## config.mk

```make
export PLATFORM = sky130hd
export DESIGN_NAME = stwf_ram
export DESIGN_NICKNAME = d
export VERILOG_FILES = /design/src/hw/rtl/stwf_ram.sv
export SDC_FILE = /design/constraint.sdc
export NUM_CORES = 1
export LEC_CHECK = 0
export ABC_AREA = 1
export BUFFER_PORTS_ARGS = -buffer_cell sky130_fd_sc_hd__buf_2
export CORE_MARGIN = 8
export CORE_UTILIZATION = 30
export CTS_CLUSTER_DIAMETER = 40
export CTS_CLUSTER_SIZE = 14
export DETAILED_ROUTE_END_ITERATION = 10
export GPL_TIMING_DRIVEN = 1
export PLACE_DENSITY = 0.46
export SYNTH_ARGS = -nofsm -noshare
export SYNTH_HDL_FRONTEND = slang
export SYNTH_SLANG_ARGS = --single-unit
export TNS_END_PERCENT = 10
```

## constraint.sdc

```tcl
create_clock -name clock -period 1.6 [get_ports clock]
set_clock_uncertainty 0.1 [all_clocks]
set_input_delay 0.16 -clock clock [delete_from_list [all_inputs] [get_ports clock]]
set_output_delay 0.16 -clock clock [all_outputs]
set_load 0.05 [all_outputs]
```

## src/hw/rtl/stwf_ram.sv

```systemverilog
`timescale 1ns / 1ps
`default_nettype none
// ----------------------------------------------------------------------------
// Generic simple dual-port RAM
// One write port, one read port with registered read data.
// ----------------------------------------------------------------------------
module stwf_ram #(
   parameter int WIDTH = 8,
   parameter int DEPTH = 16
) (
   input  logic                     clock,
   input  logic                     wr_en,
   input  logic [$clog2(DEPTH)-1:0] wr_addr,
   input  logic [WIDTH-1:0]         wr_data,
   input  logic                     rd_en,
   input  logic [$clog2(DEPTH)-1:0] rd_addr,
   output logic [WIDTH-1:0]         rd_data
);

   logic [WIDTH-1:0] mem [DEPTH];
   logic [WIDTH-1:0] rd_data_ff;

   always_ff @(posedge clock) begin
      if (wr_en) begin
         mem[wr_addr] <= wr_data;
      end
      if (rd_en) begin
         rd_data_ff <= mem[rd_addr];
      end
   end

   assign rd_data = rd_data_ff;

endmodule
`default_nettype wire

```

# == Yosys cells after proc, flatten, opt, wreduce, memory -nomap -nowiden ==
# Memory sizes are Yosys's and may differ from the RTL's. A register that Yosys moved wholly into a read port is not among the register bits.
# Cells that the tools add are included.
# totals
reg_bits,0
ramBits,128
input_bits,19
memories,1
# memory_table
memory,depth,word_bits,read_ports,rd_ports_with_merged_regs,write_ports,line,source
mem,16,8,1,1,1,20,logic [WIDTH-1:0] mem [DEPTH];
# classes
mux,2
# ops
operator,n
$mux 1,2

# == Logic depth before layout (Yosys ltp) ==
# depth
ltp_word,2
ltp_mapped,8
mapped_depth_nobuf,7

# == Least setup slack after synthesis ==
# OpenSTA, ideal clock, no wires.
# synth_timing
path_kind,in2reg
start,in wr_addr[2]
end,mem mem[10][0] (enable)
setup_ps,370
arrival_time_ps,741
t_required_ps,1130
setup_slack_ps,389
path_stages,2
cell_sequence,nand3b_1 nor2_1
# synth_lines
item,line,source
from (decl),13,"input logic [$clog2(DEPTH)-1:0] wr_addr,"
to (decl),20,
# Straight into the memory's write port.

# == Worst setup path in the final report ==
# layout_timing
start,"reg rd_data_ff[5] (netlist: rd_data[5]), read port of mem"
end,out rd_data[5]
# layout_lines
item,line,source
from (decl),21,logic [WIDTH-1:0] rd_data_ff;
to (decl),17,output logic [WIDTH-1:0] rd_data
# No word-level cell between the ends.

==> results.md <==
* Status: finished clean
* Pins Over Slew Limit at 0
* RSZ-0062 raised after global routing: false
* Hold Path Class: in -> reg
* Leakage at 2.958 nW
* Vias in the first global route at 3904
* Setup violators final at 0
* Syn Inst Count at 551
* Register bit total from synthesis at 136
* Resize count post-CTS at 0
* Syn Std Cell Area at 0.005847 mm^2
* Ys Warns at 0
* Fmax at 731.3 MHz
* Nets at 617
* Filler instances at 1977
* FF-to-FF setup slack at 0.30 ns
* Worst path required time at 1.34 ns
* Die area at 0.02421 mm^2
* Vias after detailed routing at 3803
* Worst-Margin Slew at 0.6451 ns
* Clk root buf: clkbuf_16
* Final period util at 0.8546
* Core Region at 0.01927 mm^2
* All-layer global routing usage at 0.1290
* CP peak stage delay at 0.40 ns
* First-pass GRT wire length at 23.09 mm
* Initial core utilization at 0.3034
* Slew HR at 0.5693
* HPWL Detailed at 9.520 mm
* Fin area at 0.006945 mm^2
* Setup TNS Final at 0 ns
* Clk sinks at 136
* Hold buffer count at CTS at 0
* Area Growth Syn to Fin at 18.79%
* PwrDens at 1212 mW/mm^2
* Insertion delay to the later sink of the worst-skew pair at 0.41 ns
* Die height at 155.6 um
* Initial antenna violation count at 0
* Max-cap violation count at 0
* TritonCTS buffer count at 17
* Synth Net Count at 570
* Average wire per standard cell at 16.70 um
* Setup crit end kind: output pin
* Share of post-route cells with drive strength above 1 at 0.1309
* Tmin final at 1.367 ns
* CP Max Fanout at 1
* Worst path top cell family by delay: flip-flops
* CP max stage cell: edfxtp_1
* VDD IR max at 0.7262 mV
* Vias/cell at 4.341
* Clk buf depth at 2
* Crit path buffers/inverters at 1
* Post-DRT Antenna Nets at 0
* Diode count at 0
* Die W at 155.6 um
* Grt total ovfl at 0
* CTS tree: built
* Seq/Total Area, Yosys at 0.6985
* CTS clk-pin slew, worst paths at 0.06 ns
* Residual DRC at 0
* WHS at 0.02487 ns
* Htree depth at 4
* Post-synthesis average cell area at 10.61 um^2
* Row count at 51
* Post-layout util at 0.3604
* Setup CP Type: reg -> out
* Post-synthesis cell type count at 11
* Ports at 27
* Largest net degree at the start of global routing at 35
* Worst-path cell chain: buf_2
* Type of origin of the critical path: flip-flop
* Port buffer count at 26
* Final RePlAce weighted congestion at 0.8438
* CP arrival at 1.11 ns
* DRT Pass-1 Iters at 5
* Iteration-0 DRC Markers at 391
* WL final at 14.63 mm
* Post-CTS Setup Bufs at 0
* DP Area at 0.006375 mm^2
* Fin. Hold Viols at 0
## routing by layer
layer,track usage,share of wire
met1,0.1703,0.46
met2,0.2081,0.48
met3,0.02798,0.043
met4,0.03974,0.0091
met5,0,0
## cell usage after synthesis (all sizes together)
cell type,instances,area (um^2)
buf,24,166.4
edfxtp,136,4084
inv,102,382.9
nand2,173,649.4
nand3,97,485.5
nand3b,2,15.01
nor2,17,63.81
## stage by stage
stage	setup WS, ns	std cells	total power, mW
3_5_place_dp	-0.009900	844	4.690
3_3_place_gp	0.02005	844	4.685
2_1_floorplan	0.3892	551	4.448
6_report	0.2326	876	8.416
4_1_cts	0.2132	876	8.508
5_1_grt	0.1966	876	8.723
## where the power goes
group	internal (mW)	total, mW	switching (mW)
registers	4.02	4.04	0.0265
logic	0.153	0.564	0.411
clock network	2.42	3.81	1.39
## final cells by class
cell class	instances	area, um^2	share of cell area
clock inverters	11	130.1	0.01874
flip-flops and latches	136	4084	0.5880
clock buffers	21	440.4	0.06341
inverters	102	382.9	0.05513
well taps	265	331.6	0.04774
repair buffers	52	362.8	0.05224
multi-input cells	289	1214	0.1747
## worst paths after layout
| kind | start | endpoint | cells past startpoint |
|---|---|---|---|
| setup / recovery | rd_data[5]$_DFFE_PP_ | rd_data[5] | 1 |
| hold reg to reg | mem[10][1]$_DFFE_PP_ | rd_data[1]$_DFFE_PP_ | 6 |
| hold / removal | rd_en | rd_data[2]$_DFFE_PP_ | 1 |
| setup reg to reg | mem[6][4]$_DFFE_PP_ | rd_data[4]$_DFFE_PP_ | 6 |
## placed cells by master, fill, tap and decap left out, types with 4 or more instances in the layout
| cell type | n |
|---|---|
| clkbuf_16 | 17 |
| nand2_1 | 173 |
| edfxtp_1 | 136 |
| nor2_1 | 17 |
| clkinv_2 | 5 |
| nand3_1 | 97 |
| clkbuf_1 | 4 |
| buf_4 | 23 |
| buf_2 | 26 |
| inv_1 | 100 |
## state kept, by name (all words and copies together) (netlist names)
name	cells
mem	128
rd_data	8
## logic make-up (layout without fill, tap and decap cells)
group / Yosys count / in the layout / share of synthesized area
flops: 136 / 136 / 0.6985
buf+inv: 126 / 186 / 0.09394
simple gates: 289 / 289 / 0.2076
Note: power is estimated with default switching activity, not from simulation.
