[config.mk]
export PLATFORM = sky130hd
export DESIGN_NAME = stwf_prefix
export DESIGN_NICKNAME = d
export VERILOG_FILES = /design/src/hw/rtl/stwf_pkg.sv /design/src/hw/rtl/stwf_prefix.sv
export SDC_FILE = /design/constraint.sdc
export NUM_CORES = 1
export LEC_CHECK = 0
export ABC_AREA = 1
export BUFFER_PORTS_ARGS = -buffer_cell sky130_fd_sc_hd__buf_2
export CORE_ASPECT_RATIO = 1.4
export CORE_MARGIN = 2
export CORE_UTILIZATION = 65
export CTS_CLUSTER_DIAMETER = 120
export CTS_CLUSTER_SIZE = 28
export DETAILED_ROUTE_END_ITERATION = 7
export PLACE_DENSITY_LB_ADDON = 0.3
export RECOVER_POWER = 100
export SLEW_MARGIN = 20
export SYNTH_ARGS = -nofsm -noshare
export SYNTH_HDL_FRONTEND = slang
export SYNTH_SLANG_ARGS = --single-unit
[constraint.sdc]
create_clock -name clock -period 12.2 [get_ports clock]
set_clock_uncertainty 0.2 [all_clocks]
set_input_delay 0.61 -clock clock [delete_from_list [all_inputs] [get_ports clock]]
set_output_delay 0.61 -clock clock [all_outputs]
set_load 0.02 [all_outputs]
[src/hw/rtl/stwf_pkg.sv]
`timescale 1ns / 1ps
`default_nettype none
// ----------------------------------------------------------------------------
// Short-term window features: shared definitions
// Widths, window limits and the record types passed between the stages.
// ----------------------------------------------------------------------------
package stwf_pkg;

   // Sample and window limits
   localparam int SAMPLE_BITS = 16;
   localparam int MAX_WINDOW  = 4096;
   localparam int HIST_DEPTH  = MAX_WINDOW + 1;
   localparam int ADDR_W      = $clog2(HIST_DEPTH);
   localparam int CNT_W       = $clog2(MAX_WINDOW + 1);

   // Register and result field widths
   localparam int LEN_W    = 13;
   localparam int SUM_W    = 28;
   localparam int ENERGY_W = 43;
   localparam int MAG_W    = 28;
   localparam int CROSS_W  = 13;
   localparam int FIG_W    = SUM_W + ENERGY_W + MAG_W + CROSS_W;

   localparam logic [LEN_W-1:0] WINDOW_RESET = LEN_W'(2400);

   // One set of figures: a prefix total or a window total
   typedef struct packed {
      logic [SUM_W-1:0]    sum;
      logic [ENERGY_W-1:0] energy;
      logic [MAG_W-1:0]    mag;
      logic [CROSS_W-1:0]  crossings;
   } figures_type;

   // How the window is formed from the two prefix totals
   typedef struct packed {
      logic zero_window;
      logic subtract;
   } window_ctl_type;

endpackage
`default_nettype wire

[src/hw/rtl/stwf_prefix.sv]
`timescale 1ns / 1ps
`default_nettype none
// ----------------------------------------------------------------------------
// Short-term window features: prefix stage
// Keeps the running prefix totals of the current signal, stores each one in
// the history RAM and looks up the prefix that lies one window back.
// ----------------------------------------------------------------------------
module stwf_prefix (
   input  logic                                  clock,
   input  logic                                  reset,
   input  logic                                  advance,
   input  logic signed [stwf_pkg::SAMPLE_BITS-1:0] sample,
   input  logic                                  first_of_signal,
   input  logic [stwf_pkg::LEN_W-1:0]            window_length,
   output logic                                  mem_wr_en,
   output logic [stwf_pkg::ADDR_W-1:0]           mem_wr_addr,
   output stwf_pkg::figures_type                 mem_wr_data,
   output logic                                  mem_rd_en,
   output logic [stwf_pkg::ADDR_W-1:0]           mem_rd_addr,
   output stwf_pkg::figures_type                 prefix,
   output stwf_pkg::window_ctl_type              ctl
);
   import stwf_pkg::*;

   localparam logic [ADDR_W:0] DEPTH_EXT = (ADDR_W + 1)'(HIST_DEPTH);
   localparam logic [ADDR_W-1:0] LAST_POS = ADDR_W'(HIST_DEPTH - 1);
   localparam logic [CNT_W-1:0] CNT_MAX = CNT_W'(MAX_WINDOW);
   localparam logic [LEN_W-1:0] LEN_MAX = LEN_W'(MAX_WINDOW);

   logic [ADDR_W-1:0]      pos_ff, pos_in;
   logic [CNT_W-1:0]       idx_ff, idx_in;
   logic                   prev_pos_ff, prev_pos_in;
   figures_type            prefix_ff, prefix_in;
   window_ctl_type         ctl_ff, ctl_in;

   logic [ADDR_W-1:0]      pos_cur;
   logic [CNT_W-1:0]       idx_cur;
   logic [LEN_W-1:0]       len_eff;
   logic [SAMPLE_BITS-1:0] abs_val;
   logic [2*SAMPLE_BITS-1:0] square;
   logic                   positive;
   logic                   cross_inc;
   figures_type            base;
   logic [ADDR_W:0]        rd_diff;
   logic [ADDR_W:0]        rd_wrap;

   // Position and index of this sample inside its signal
   assign pos_cur = first_of_signal ? '0 : pos_ff;
   assign idx_cur = first_of_signal ? '0 : idx_ff;
   assign len_eff = (window_length > LEN_MAX) ? LEN_MAX : window_length;

   // Per-sample contributions
   assign abs_val   = sample[SAMPLE_BITS-1] ? $unsigned(~sample + 1'b1) : $unsigned(sample);
   assign square    = abs_val * abs_val;
   assign positive  = !sample[SAMPLE_BITS-1] && (|sample);
   assign cross_inc = (idx_cur != '0) && (positive != prev_pos_ff);
   assign base      = (idx_cur == '0) ? '0 : prefix_ff;

   always_comb begin
      prefix_in.sum       = base.sum
                          + {{(SUM_W - SAMPLE_BITS){sample[SAMPLE_BITS-1]}}, sample};
      prefix_in.energy    = base.energy + ENERGY_W'(square);
      prefix_in.mag       = base.mag + MAG_W'(abs_val);
      prefix_in.crossings = base.crossings + CROSS_W'(cross_inc);
   end

   // Address of the prefix one window back, modulo the history depth
   assign rd_diff = (ADDR_W + 1)'(pos_cur) - (ADDR_W + 1)'(len_eff);
   assign rd_wrap = rd_diff[ADDR_W] ? (rd_diff + DEPTH_EXT) : rd_diff;

   assign ctl_in.zero_window = (len_eff == '0);
   assign ctl_in.subtract    = (CNT_W'(idx_cur) >= CNT_W'(len_eff));

   // Next position and saturating index
   assign pos_in      = (pos_cur == LAST_POS) ? '0 : pos_cur + 1'b1;
   assign idx_in      = (idx_cur == CNT_MAX) ? idx_cur : idx_cur + 1'b1;
   assign prev_pos_in = positive;

   // Control state
   always_ff @(posedge clock) begin
      if (reset) begin
         pos_ff <= '0;
         idx_ff <= '0;
      end else if (advance) begin
         pos_ff <= pos_in;
         idx_ff <= idx_in;
      end
   end

   // Stage payload
   always_ff @(posedge clock) begin
      if (advance) begin
         prev_pos_ff <= prev_pos_in;
         prefix_ff   <= prefix_in;
         ctl_ff      <= ctl_in;
      end
   end

   assign mem_wr_en   = advance;
   assign mem_wr_addr = pos_cur;
   assign mem_wr_data = prefix_in;
   assign mem_rd_en   = advance;
   assign mem_rd_addr = rd_wrap[ADDR_W-1:0];
   assign prefix      = prefix_ff;
   assign ctl         = ctl_ff;

endmodule
`default_nettype wire

# Yosys cells after proc, flatten, opt, wreduce, memory -nomap -nowiden
# Index checks and enable logic that the tools add are counted.
# word_totals
ff_bits	141
inputBits	33
out_inout_bits	254
elab_cells	40
# op_classes
n_addsub	9
n_mul	1
magnitude_cmp	2
eq_ne	3
muxes	8
n_bitwise	1
reduce_logical	7
# op_table
op	count
$mux W112	1
$mux W13	6
$add A43 B32 Y43	1
$mul A16 B16 Y32	1
$add A28 B16 Y28	1
$add A28 B28 Y28	1
$add A13 B1 Y13 const B	2
$eq A13 B13 Y1 const B	2
$logic_not A13 Y1	2
$add A16 B1 Y16 const B	1
$mux W16	1
$not A16 Y16	1
$reduce_or A16 Y1	1
$sub A13 B13 Y14	1
$add A13 B1 Y13	1
$add A13 B13 Y13 const B	1
$ge A13 B13 Y1	1
$gt A13 B13 Y1 const B	1
$reduce_bool A13 Y1	1
$logic_and A1 B1 Y1	2
$logic_not A1 Y1	1
$ne A1 B1 Y1	1

# Depth between registers and ports, before layout
# depth
word_depth	5
depth_mapped	40
depth_no_buf	39

# Worst setup path after synthesis
# OpenSTA, ideal clock, no wires.
# synth_path
path_type	in2out
start	input port sample[0] (netlist name)
end	output port mem_wr_data[74] (netlist name)
arrival_time_ps	7039
required_ps	11390
slack_ps	4351
stages	29
path_buffers	2
path_cell_list	inv_2 > clkbuf_1 > ha_1 > inv_1 > nor2_1 > nand3_1 > inv_1 > nand2_1 > inv_1 > o21ai_0 > nand2_1 > buf_1 > nand2_1 > fa_1 > inv_1 > fa_1 > fa_1 > fa_1 > fa_1 > inv_1 > fa_1 > inv_1 > ha_1 > a21oi_1 > o21ai_0 > a21oi_1 > nand3_1 > a21oi_1 > xor2_1
# synth_rtl
element	line_no	text
from (decl)	stwf_prefix.sv:12	input logic signed [stwf_pkg::SAMPLE_BITS-1:0] sample,
to (decl)	stwf_prefix.sv:17	output stwf_pkg::figures_type mem_wr_data,

==> metrics <==
Setup TNS Final=0 ns; root buffer cell=clkbuf_16; Critical Path AT=9.76 ns; IO Pins=287; Clock Sinks=141; post-route ant nets=0; Crit path top cell by count=nand2_1; CTS H-tree lvls=4; Final Hold Vio Count=0; # DRC=0; critical path fanouts, max=20; final core utilization=0.7229; Via-to-Cell Ratio=5.597; Initial Util=0.6556; synthesized flop and latch total=141; Setup Buffers After CTS=0; most common cell after layout, fill and taps aside=inv_1; worst reg2reg path depth=26; asr flop ratio synth=0; Most Crowded Layer GR=met2; cell count after synthesis=2580; Hold Path Class=reg -> reg; synthesized area per cell=7.560 sq um; sequential area share after synthesis=0.2037; dominant cells by area after synthesis=fa_1 20%, edfxtp_1 18%, ha_1 12%; CP bufs+invs=8; Routed WL per cell=19.21 um; reg2reg setup slack=3.80 ns; largest net degree at the start of global routing=88; RePlAce Congestion=0.9751; P&R area growth vs syn=10.26%; Starting DRT DRC Count=1185; dpl hpwl=49810 um; Worst setup EP type=output port; Slew @ Worst Pin=5.053 ns; fmax=94.62 MHz; predominant post-synthesis flop cell=edfxtp_1; RSZ-0062 raised after global routing=false; status=complete, but fails checks; endpoints failing setup=0; Post-synth EDFFs=115; Vias=18.22k; XOR/XNOR Fraction of Synth Area=0.05254; initial antenna violation count=5; Final min period=10.57 ns; share of cells above drive strength 1=0.03869; commonest non-fill, non-tap cells in the layout=611 x inv_1, 523 x nand2_1, 297 x nor2_1, 251 x clkbuf_1, 197 x fa_1; yosys warns=0; worst skew pair latency=0.46 ns; failing checks=max-capacitance violations, max-slew violations; adder and majority cell fraction of the synthesized area=0.3196; CTS buffer count=17; area share of the largest cell type after synthesis=0.2022; Core ar.=0.02975 sq mm; Hold Buf Count CTS=0; mux contribution to synthesized area=0; Synth area leader=fa_1; max_slew headroom=-2.369; worst hold stages=2; clk slew on worst S/H paths=0.06 ns; Die Ht=209.0 um; PnR worst setup slack=1.631 ns; die area=0.03143 sq mm; clk buf depth=2; DR pass1 iterations=5; final WL=62530 um; worst slack, placed=3.083 ns; total track usage=0.4117; synthesized area=0.01950 sq mm; CP max-delay cell=nor2_1; Net count, final=3269; Critical Path Max Stage Delay=1.17 ns; GR Util met3=0.1450; critical path's top delay family=simple AND/OR/NAND/NOR gates; Critical Path Source Type=primary input; GR met2 Demand/Resource=0.6740; fin. max-slew vios=156; Simple-Gate Fraction of Synth Area=0.2212; FP Rows=75; CP Depth=30; # fillers=2532; die extent in x=150.4 um; Worst Setup Path Type=in -> out; vias in the first global route=19.05k; Max Cap Violations=3; Port Buffers=286; GRT met1 Usage=0.4207; post-synth cell types=51; grt ovf=0; compound-cell area share of the yosys netlist=0.07166; main combinational cell family by area after synthesis=adder cells; Tcrit/Tclk final=0.8663; cts repair resizes=0; Required @ worst endpoint=11.39 ns; CTS tree=built; first-pass GRT wire length=97950 um
## worst register-to-register path: stages (launching register included)
cell      delay, ns
dfxtp_1        0.30
inv_1          0.09
nor2_1         0.06
inv_1          0.16
ha_1           0.21
nand2_1        0.06
nor2_1         0.10
nand2_1        0.06
nor2_1         1.17
clkbuf_1       0.72
nor2_1         0.16
fa_1           0.57
ha_1           0.23
ha_1           0.28
inv_1          0.08
fa_1           0.43
inv_1          0.07
ha_1           0.34
inv_1          0.13
fa_1           0.48
inv_1          0.40
nand3_1        0.12
nand2_1        0.31
nand2_1        0.11
nand2_1        0.40
a21oi_1        0.16
xnor2_1        0.69
## layout make-up
class / count / area [sq um] / area share
Multi-Input combinational cell: 1785 / 12990 / 0.6040
Sequential cell: 141 / 3974 / 0.1848
Inverter: 620 / 2327 / 0.1082
Timing Repair Buffer: 291 / 1147 / 0.05335
Clock buffer: 20 / 489.2 / 0.02275
Tap cell: 385 / 481.7 / 0.02240
Clock inverter: 12 / 93.84 / 0.004364
Antenna cell: 1 / 2.502 / 0.0001164
## final timing paths
path	from	to
worst min-delay path	pos_ff[10]$_SDFFE_PP0P_	pos_ff[10]$_SDFFE_PP0P_
worst max register to register	idx_ff[0]$_SDFFE_PP0P_	prefix[58]$_DFFE_PP_
worst min register to register	pos_ff[10]$_SDFFE_PP0P_	pos_ff[10]$_SDFFE_PP0P_
worst max-delay path	first_of_signal	mem_wr_data[82]
## kinds of logic (layout without fill, tap and decap cells)
| group | count (synthesis) | count (layout) |
|---|---|---|
| simple gates | 1023 | 1023 |
| buf+inv | 663 | 943 |
| fa+ha+maj | 380 | 380 |
| compound gates | 254 | 254 |
| flops | 141 | 141 |
| xor+xnor | 117 | 117 |
| other cells | 2 | 12 |
## stage by stage
stage / area (sq um) / hold slack (ns) / std cells
final: 21500 / 0.2632 / 3255
after CTS: 21850 / 0.2652 / 3254
after global placement: 21270 / 0.2530 / 3222
after floorplan: 19540 / 0.2453 / 2589
after global routing: 21500 / 0.2911 / 3254
after detailed placement: 21270 / 0.2551 / 3222
## synth_stat cells, types with 4 or more instances
cell type  count
nor3_2         4
clkbuf_1      16
xnor2_1       41
ha_1         183
a21oi_1      130
a21o_1        12
a31oi_1        9
nor4_1         8
nand2_2        5
or2_2          4
dfxtp_1       26
nor2_4         5
buf_2         15
nand3_1       91
edfxtp_1     115
o21ai_0       64
inv_1        609
o21a_1         6
nand3b_1      11
nor3_1        35
buf_4          6
inv_2          8
a21boi_0       4
nand4_1       21
nor2_1       291
nor2_2         9
and3_1         4
xor2_1        76
fa_1         197
o21bai_1       7
nand2_1      523
o21ai_2        4
o21ai_1        8
## layer usage
metal	routed length, um	vias to the layer above	share of wire
met3	5882	332	0.094
met2	29650	877	0.47
met5	51	-	0.00082
met1	21090	8513	0.34
li1	-	8487	-
met4	5855	8	0.094
## sequential cells by signal (all words and copies together) (netlist names)
register     cells
pos_ff          13
idx_ff          13
ctl              2
prefix         112
prev_pos_ff      1
Power is not shown: default switching activity piles up to over one toggle a cycle in this logic, so the estimate is an artifact.
